===== config.mk =====
export PLATFORM = sky130hd
export DESIGN_NAME = sacl_ctrl
export DESIGN_NICKNAME = d
export VERILOG_FILES = /design/src/hdl/sacl_pkg.sv /design/src/hdl/sacl_ctrl.sv
export SDC_FILE = /design/constraint.sdc
export NUM_CORES = 1
export LEC_CHECK = 0
export BUFFER_PORTS_ARGS = -buffer_cell sky130_fd_sc_hd__buf_2
export CAP_MARGIN = 20
export CORE_AREA = 2 2 39 41
export CTS_CLUSTER_DIAMETER = 80
export DETAILED_ROUTE_END_ITERATION = 16
export DIE_AREA = 0 0 41 43
export GPL_TIMING_DRIVEN = 0
export PLACE_DENSITY = 0.33
export SLEW_MARGIN = 15
export SYNTH_ARGS = -nofsm -noshare
export SYNTH_HDL_FRONTEND = slang
export SYNTH_SLANG_ARGS = --single-unit
export TNS_END_PERCENT = 1

===== constraint.sdc =====
create_clock -name clk -period 1.6 [get_ports clk]
set_clock_uncertainty 0.1 [all_clocks]
set_input_delay 0.32 -clock clk [delete_from_list [all_inputs] [get_ports clk]]
set_output_delay 0.32 -clock clk [all_outputs]
set_load 0.1 [all_outputs]

===== src/hdl/sacl_pkg.sv =====
// Shared types and constants for the set-associative LRU cache tag-store model.
package sacl_pkg;

	// Command codes of an input beat.
	localparam logic [1:0] CMD_LOAD     = 2'd0;
	localparam logic [1:0] CMD_STORE    = 2'd1;
	localparam logic [1:0] CMD_MODIFY   = 2'd2;
	// Unassigned code; the block treats it as a load.
	localparam logic [1:0] CMD_RESERVED = 2'd3;

	// Configuration register indexes.
	localparam logic [1:0] CFG_SET_BITS   = 2'd0;
	localparam logic [1:0] CFG_WAYS       = 2'd1;
	localparam logic [1:0] CFG_BLOCK_BITS = 2'd2;

	// Fixed field widths of the interface.
	localparam int CFG_DATA_W  = 5;
	localparam int SET_OUT_W   = 6;
	localparam int WAY_OUT_W   = 3;
	localparam int BLOCK_MAX   = 16;

	// Controller states.
	typedef enum logic [1:0] {
		ST_IDLE,
		ST_LOOK,
		ST_REREAD
	} sacl_state_t;

	// Commands from the controller to the datapath.
	typedef struct packed {
		logic capture;   // latch the input address
		logic rd_en;     // read the set row
		logic update;    // write back the row and load the result
		logic last;      // result is the final one of its input
	} sacl_cmd_t;

	// Status from the datapath to the controller.
	typedef struct packed {
		logic out_free;  // the result register can take a new result
	} sacl_stat_t;

endpackage


===== src/hdl/sacl_ctrl.sv =====
// Controller state machine: sequences the read, lookup and write-back of each access.
module sacl_ctrl (
	input  logic                 clk,
	input  logic                 arst_n,
	input  logic                 in_valid,
	input  logic [1:0]           cmd,
	output logic                 in_stall,
	input  sacl_pkg::sacl_stat_t stat,
	output sacl_pkg::sacl_cmd_t  ctl
);
	import sacl_pkg::*;

	sacl_state_t state_q, state_d;
	logic        mod_q;
	logic        second_q;

	// Next state.
	always_comb begin
		state_d = state_q;
		case (state_q)
			ST_IDLE: begin
				if (in_valid) begin
					state_d = ST_LOOK;
				end
			end
			ST_LOOK: begin
				if (stat.out_free) begin
					state_d = (mod_q && !second_q) ? ST_REREAD : ST_IDLE;
				end
			end
			ST_REREAD: state_d = ST_LOOK;
			default:   state_d = ST_IDLE;
		endcase
	end

	// Outputs.
	always_comb begin
		in_stall    = 1'b1;
		ctl.capture = 1'b0;
		ctl.rd_en   = 1'b0;
		ctl.update  = 1'b0;
		ctl.last    = !mod_q || second_q;
		case (state_q)
			ST_IDLE: begin
				in_stall    = 1'b0;
				ctl.capture = in_valid;
				ctl.rd_en   = in_valid;
			end
			ST_LOOK:   ctl.update = stat.out_free;
			ST_REREAD: ctl.rd_en = 1'b1;
			default:   in_stall = 1'b1;
		endcase
	end

	// State and access bookkeeping.
	always_ff @(posedge clk or negedge arst_n) begin
		if (!arst_n) begin
			state_q  <= ST_IDLE;
			mod_q    <= 1'b0;
			second_q <= 1'b0;
		end else begin
			state_q <= state_d;
			if (ctl.capture) begin
				mod_q    <= (cmd == CMD_MODIFY);
				second_q <= 1'b0;
			end else if (state_q == ST_LOOK && state_d == ST_REREAD) begin
				second_q <= 1'b1;
			end
		end
	end

endmodule


== Word-level counts from Yosys, hierarchy flattened ==
Cells that the tools add are included.
Widths: inputs -> output; s select.

* Register bits after elaboration: 4
* Input bits: 6
* Output and inout bits: 5
* Word-level logic and storage cells: 24

* Equality and inequality tests: 4
* Muxes and demuxes: 10
* Reductions and logical operators: 7

{| class="wikitable"
|+ Operators by type and width
! kind !! number
|-
| $eq 2x2->1 const B || 3
|-
| $mux 2 || 3
|-
| $pmux 2 s3 || 1
|-
| $mux 1 || 5
|-
| $eq 2x1->1 const B || 1
|-
| $logic_and 1x1->1 || 2
|-
| $logic_not 1->1 || 2
|-
| $logic_not 2->1 || 1
|-
| $pmux 1 s2 || 1
|-
| $reduce_bool 2->1 || 1
|-
| $logic_or 1x1->1 || 1
|}

== Longest topological paths before layout ==
Gate-level depths: netlist (run 1).

* Depth after elaboration: 9
* Mapped depth: 2
* Mapped depth without buffers: 2

== Worst setup path before layout (run 1) ==
No wires, ideal clock.

* Kind: reg-to-reg
* Start point: register state_q[1]
* End point: register mod_q
* Library setup time: 127 ps
* Arrival time: 2,073 ps
* Required time: 1,373 ps
* Setup slack: -701 ps
* Stages on the path, launching flop included: 3
* Buffers on the path: 0
* Period minus slack after synthesis: 2,301 ps
* Path through: dfrtp_1 > nor3b_2 > mux2_1

{| class="wikitable"
|+ RTL lines
! what !! RTL line !! RTL
|-
| start: declaration || sacl_ctrl.sv:13 || <nowiki>sacl_state_t state_q, state_d;</nowiki>
|-
| start signal: assignment || sacl_ctrl.sv:62 || <nowiki>state_q <= state_d;</nowiki>
|-
| end signal: assignment || sacl_ctrl.sv:64 || <nowiki>mod_q <= (cmd == CMD_MODIFY);</nowiki>
|-
| end: declaration || sacl_ctrl.sv:14 || <nowiki>logic mod_q;</nowiki>
|}

==> flow_metrics.py, run 1 <==
metrics = {
    "drt": {
        "vias_per_cell": 3.83,
        "initialDrtViolationCount": 0,
        "wl_um": 528,
        "avgRoutedWirePerCell_um": 10.2,
        "drtPass1Iterations": 1,
        "ant_nets": 0,
        "num_vias": 199,
        "drc": 0,
    },
    "global_routing": {
        "grt_pass1_wl_um": 966,
        "antenna_found_initial": 0,
        "grt_usage_pct": 8.74,
        "grt_pass1_vias": 240,
        "grt_max_degree": 8,
        "grt-ovfl-total": 0,
    },
    "critical_path": {
        "crit_required_ns": 1.18,
        "critPathLaunch": "state_q[1]",
        "r2r_slack_ns": 0.23,
        "cp.arrival_ns": 1.16,
        "rr_worst_depth": 3,
        "crit_path_max_fanout": 7,
        "worstSetupPathType": "register to primary output",
        "cp-start-kind": "register",
        "end_kind": "primary output",
        "r2r_end": "mod_q",
        "reg2reg_from": "state_q[1]",
    },
    "placed_design": {
        "routabilityCongestion": 0.626,
        "dp_hpwl_um": 377,
        "port_buffers": 10,
        "dpl_cell_area_sq_um": 292,
    },
    "finish": {
        "final_cell_mix": "5 x buf_2, 4 x clkbuf_4, 3 x nor2b_1",
        "fillers": 159,
        "fin_util_pct": 27.4,
        "final_nets": 43,
        "stdcell_area_sq_um": 379,
        "final_common_cell": "buf_2",
        "multi_input_area_sq_um": 118,
        "num_antenna_cells": 0,
        "area_growth_pct": 82.5,
        "drive_gt1_share_pct": 55.6,
        "seq_area_sq_um": 103,
    },
    "cts": {
        "insertion_delay_ns": 0.24,
        "tritoncts": "built",
        "clockRootBuffer": "clkbuf_4",
        "clkSinkCount": 4,
        "cts_buffer_depth": 2,
        "numCtsBuffers": 3,
        "h-tree-depth": 1,
        "path_clk_slew_ns": 0.05,
    },
    "floorplanning": {
        "die_x_um": 41,
        "die_h_um": 43,
        "num_io_pins": 11,
        "initial_core_util_pct": 15.0,
        "core-area_sq_um": 1380,
        "die-area_sq_um": 1760,
        "rows": 14,
    },
    "outcome": {
        "status": "finished, final reports clean",
    },
    "sta": {
        "finalHoldViolations": 0,
        "slew_headroom_pct": 79.9,
        "fin_crit_ns": 1.58,
        "setup_viol": 0,
        "rsz0062_at_grt": "yes",
        "worst_pin_slew_ns": 0.303,
        "final_max_slew_viol_count": 0,
        "clock.fmax_mhz": 633,
        "timing.final.crit_share_pct": 98.8,
    },
    "synth": {
        "synth_warnings": 0,
        "synth.largest_area_cell": "dfrtp_1",
        "netlist_instances": 20,
        "syn-num-nets": 26,
        "synth-seq-area-share_pct": 48.2,
        "synth.area.top_cells": "dfrtp_1 48%, nor2b_1 9.0%, nor3b_2 6.0%",
        "synth_cell_types": 14,
        "yosys.area.top_type_share_pct": 48.2,
        "synth_area_per_cell_sq_um": 10.4,
        "synth-seq-cells": 4,
        "netlist_area_sq_um": 208,
    },
    "min_path": {
        "hold_depth": 2,
        "hp-class": "input port to register",
        "hp-start": "in_valid",
        "holdPathEnd": "state_q[0]",
    },
    "power": {
        "p_per_area_nw_per_um2": 1980,
        "ir_drop_mv": 0.867,
        "leakagePower_uw": 0.000169,
    },
    "run": {
        "drv_cap": 0,
    },
}
flip-flops by register name (all words and copies together), names as in the netlist:
signal	cells
state_q	2
second_q	1
mod_q	1
timing repair:
action                                  4_1_cts  5_1_grt
gates resized for setup                      13        1
cloned                                        0        0
hold buffers                                  1        0
hold endpoints to repair                      4        0
pin swaps                                     1        0
endpoints found under the setup margin        4        4
buffers inserted                              1        0
area by class of cell:
type | instances | share of cell area [%]
inverter | 1 | 0.990
timing repair buffer | 12 | 28.7
clock buffer | 4 | 6.93
tap | 16 | 5.28
multi-input combinational | 15 | 31.0
sequential | 4 | 27.1
Yosys cell counts:
master,n
dfrtp_1,4
nor2b_1,3
nor2_1,2
and3b_1,1
inv_1,1
mux2_1,1
nand2_1,1
nand2b_1,1
nand4b_1,1
nor3b_2,1
o211ai_1,1
o21a_1,1
o21ai_0,1
or2_1,1
metal layers:
layer  track usage [%]  up-vias  part of all wire, %  wire (um)
met4              12.0        0                    0          0
met5                 0        -                    0          0
met1              9.68       94                   40        213
li1                  -       99                    -          -
met3              2.09        0                  7.4         39
met2              10.9        6                   52        275
power breakdown:
group | internal, uW | total (uW) | leakage [uW] | switching (uW)
clock network | 94.1 | 144 | 0.0000150 | 49.5
logic | 138 | 427 | 0.000107 | 289
registers | 137 | 179 | 0.0000472 | 42.7
how the worst max path moves through the flow:
stage	slack, ns	to
2_1_floorplan	-0.30	mod_q
3_3_place_gp	0.04	ctl[3]
3_5_place_dp	0.04	ctl[3]
4_1_cts	0.002	ctl[0]
5_1_grt	-0.03	ctl[3]
6_report	0.02	ctl[3]
logic make-up after synthesis:
kind of cell    after synthesis  share of synthesized area [%]
buf+inv                       1                           1.81
flops                         4                           48.2
compound gates                3                           9.64
simple gates                 11                           34.9
mux                           1                           5.42
critical path: stages, from the launching register on:
cell and delay, ns:
dfrtp_2 0.45, nor3b_4 0.27, buf_12 0.21
metrics by stage:
step | total power [uW] | hold slack [ns] | worst slack, ns | setup TNS, ns | cells
6_report | 750 | 0.249 | 0.0199 | 0 | 52
5_1_grt | 791 | 0.274 | -0.0296 | -0.0544 | 52
4_1_cts | 760 | 0.239 | 0.00177 | 0 | 52
3_5_place_dp | 545 | 0.0312 | 0.0435 | 0 | 46
3_3_place_gp | 545 | 0.0290 | 0.0405 | 0 | 46
2_1_floorplan | 489 | -0.0756 | -0.303 | -0.763 | 20
Note: power is estimated with default switching activity, not from simulation.
==> run 2: changes to the inputs <==
--- a/config.mk
+++ b/config.mk
@@ -13,6 +13,7 @@
 export DIE_AREA = 0 0 41 43
 export GPL_TIMING_DRIVEN = 0
 export PLACE_DENSITY = 0.33
+export SKIP_CTS_REPAIR_TIMING = 1
 export SLEW_MARGIN = 15
 export SYNTH_ARGS = -nofsm -noshare
 export SYNTH_HDL_FRONTEND = slang
==> constraint.sdc (replaced) <==
create_clock -name clk -period 1.71 [get_ports clk]
set_clock_uncertainty 0.1 [all_clocks]
set_input_delay 0.342 -clock clk [delete_from_list [all_inputs] [get_ports clk]]
set_output_delay 0.342 -clock clk [all_outputs]
set_load 0.1 [all_outputs]
==> run 2 against run 1 <==
Global-route usage fell by 0.20 points; critical path depth did not move; combinational power shrank 13%; final cell count down 1.9%; worst setup slack gained 0.045 ns; sequential share of layout area up 1.6 points.
==> flow_metrics.py, run 2 (synthesis results as in run 1) <==
metrics = {
    "min_path": {
        "hold_depth": 2,
        "hp-class": "input port to register",
    },
    "critical_path": {
        "critPathLaunch": "state_q[0]",
        "slowest_stage": "dfrtp_2",
        "crit_chain": "nor3b_4 -> buf_12",
        "cp_num_cells": 2,
        "end_kind": "primary output",
        "rr_worst_depth": 2,
        "cp.arrival_ns": 1.20,
        "cp_num_buf_inv": 1,
        "r2r_slack_ns": 0.42,
        "cp-start-kind": "register",
        "crit_required_ns": 1.27,
        "reg2reg_from": "state_q[0]",
        "crit_family": "flip-flops",
        "worstSetupPathType": "register to primary output",
        "crit_path_max_fanout": 7,
        "cp-endpoint": "ctl[3]",
        "r2r_end": "mod_q",
        "cp_slowest_stage_delay_ns": 0.45,
    },
    "drt": {
        "ant_nets": 0,
        "vias_per_cell": 3.96,
        "num_vias": 202,
        "wl_um": 532,
        "drtPass1Iterations": 2,
        "avgRoutedWirePerCell_um": 10.4,
        "drc": 0,
        "initialDrtViolationCount": 1,
    },
    "cts": {
        "tritoncts": "built",
        "clockRootBuffer": "clkbuf_4",
        "numCtsBuffers": 3,
        "path_clk_slew_ns": 0.05,
        "clkSinkCount": 4,
        "insertion_delay_ns": 0.24,
        "cts_buffer_depth": 2,
        "h-tree-depth": 1,
    },
    "sta": {
        "timing.final.crit_share_pct": 96.2,
        "rsz0062_at_grt": "no",
        "setup_viol": 0,
        "slew_headroom_pct": 67.7,
        "fin_crit_ns": 1.64,
        "clock.fmax_mhz": 608,
        "worst_pin_slew_ns": 0.488,
        "finalSetupTns_ns": 0,
        "finalHoldViolations": 0,
        "final_max_slew_viol_count": 0,
    },
    "finish": {
        "final_nets": 42,
        "fin_util_pct": 25.6,
        "final_cell_mix": "6 x buf_2, 3 x nor2b_1, 3 x clkbuf_4, 3 x dfrtp_1, 2 x buf_4",
        "regMostFlops": "state_q",
        "final_common_cell": "buf_2",
        "num_antenna_cells": 0,
        "drive_gt1_share_pct": 48.6,
        "reg_top3": "state_q (2), mod_q (1), second_q (1)",
        "largest_register_ff_count": 2,
        "fillers": 164,
        "area_growth_pct": 70.5,
    },
    "outcome": {
        "status": "finished, final reports clean",
    },
    "placed_design": {
        "port_buffers": 10,
        "routabilityCongestion": 0.626,
        "dp_hpwl_um": 377,
    },
    "floorplanning": {
        "num_io_pins": 11,
        "initial_core_util_pct": 15.0,
        "rows": 14,
        "die_h_um": 43,
        "core-area_sq_um": 1380,
        "die_x_um": 41,
        "die-area_sq_um": 1760,
    },
    "power": {
        "p_per_area_nw_per_um2": 1900,
        "leakagePower_uw": 0.000160,
        "total_power_uw": 674,
        "ir_drop_mv": 0.751,
    },
    "global_routing": {
        "grt_max_degree": 8,
        "antenna_found_initial": 0,
        "grt_pass1_wl_um": 938,
        "grt_usage_pct": 8.54,
        "grt_pass1_vias": 228,
        "grt-ovfl-total": 0,
    },
    "run": {
        "drv_cap": 0,
    },
}
## run 2: cell types whose count changed in the layout (fill, tap and decap cells not counted)
| cell | previous run | this run |
|---|---|---|
| and3b_1 | 0 | 1 |
| and3b_2 | 1 | 0 |
| buf_12 | 2 | 1 |
| buf_2 | 5 | 6 |
| clkbuf_4 | 4 | 3 |
| dfrtp_1 | 2 | 3 |
| dfrtp_2 | 2 | 1 |
## run 2: through the flow
| step | cells | hold slack (ns) | cell area [sq um] | setup WS (ns) |
|---|---|---|---|---|
| floorplan | 20 | -0.0536 | 221 | -0.193 |
| global placement | 46 | 0.0510 | 292 | 0.128 |
| detailed placement | 46 | 0.0532 | 292 | 0.131 |
| CTS | 50 | -0.212 | 318 | -0.146 |
| global route | 51 | 0.296 | 354 | 0.00510 |
| finish | 51 | 0.271 | 354 | 0.0653 |
## run 2: cell type report
| type | instances | area [sq um] | share of cell area (%) |
|---|---|---|---|
| clock buffer | 4 | 26.3 | 7.42 |
| inverter | 1 | 3.75 | 1.06 |
| multi-input combinational | 15 | 116 | 32.9 |
| sequential | 4 | 101 | 28.6 |
| tap | 16 | 20.0 | 5.65 |
| timing repair buffer | 11 | 86.3 | 24.4 |
## run 2: worst min path at each step
stage / to / start
global route: state_q[0] / in_valid
detailed placement: state_q[1] / arst_n
global placement: state_q[1] / arst_n
finish: state_q[0] / in_valid
floorplan: mod_q / arst_n
CTS: second_q / arst_n
## run 2: report_power, final
| part | internal, uW | switching, uW |
|---|---|---|
| Combinational | 106 | 266 |
| Sequential | 127 | 40.4 |
| Clock | 88.1 | 46.6 |
| Total | 321 | 353 |
## run 2: layer usage
| layer | up-vias | share of wire, % | track usage, % |
|---|---|---|---|
| li1 | 98 | - | - |
| met1 | 98 | 39 | 9.03 |
| met2 | 6 | 53 | 10.9 |
| met3 | 0 | 7.7 | 2.09 |
| met4 | 0 | 0 | 12.0 |
| met5 | - | 0 | 0 |
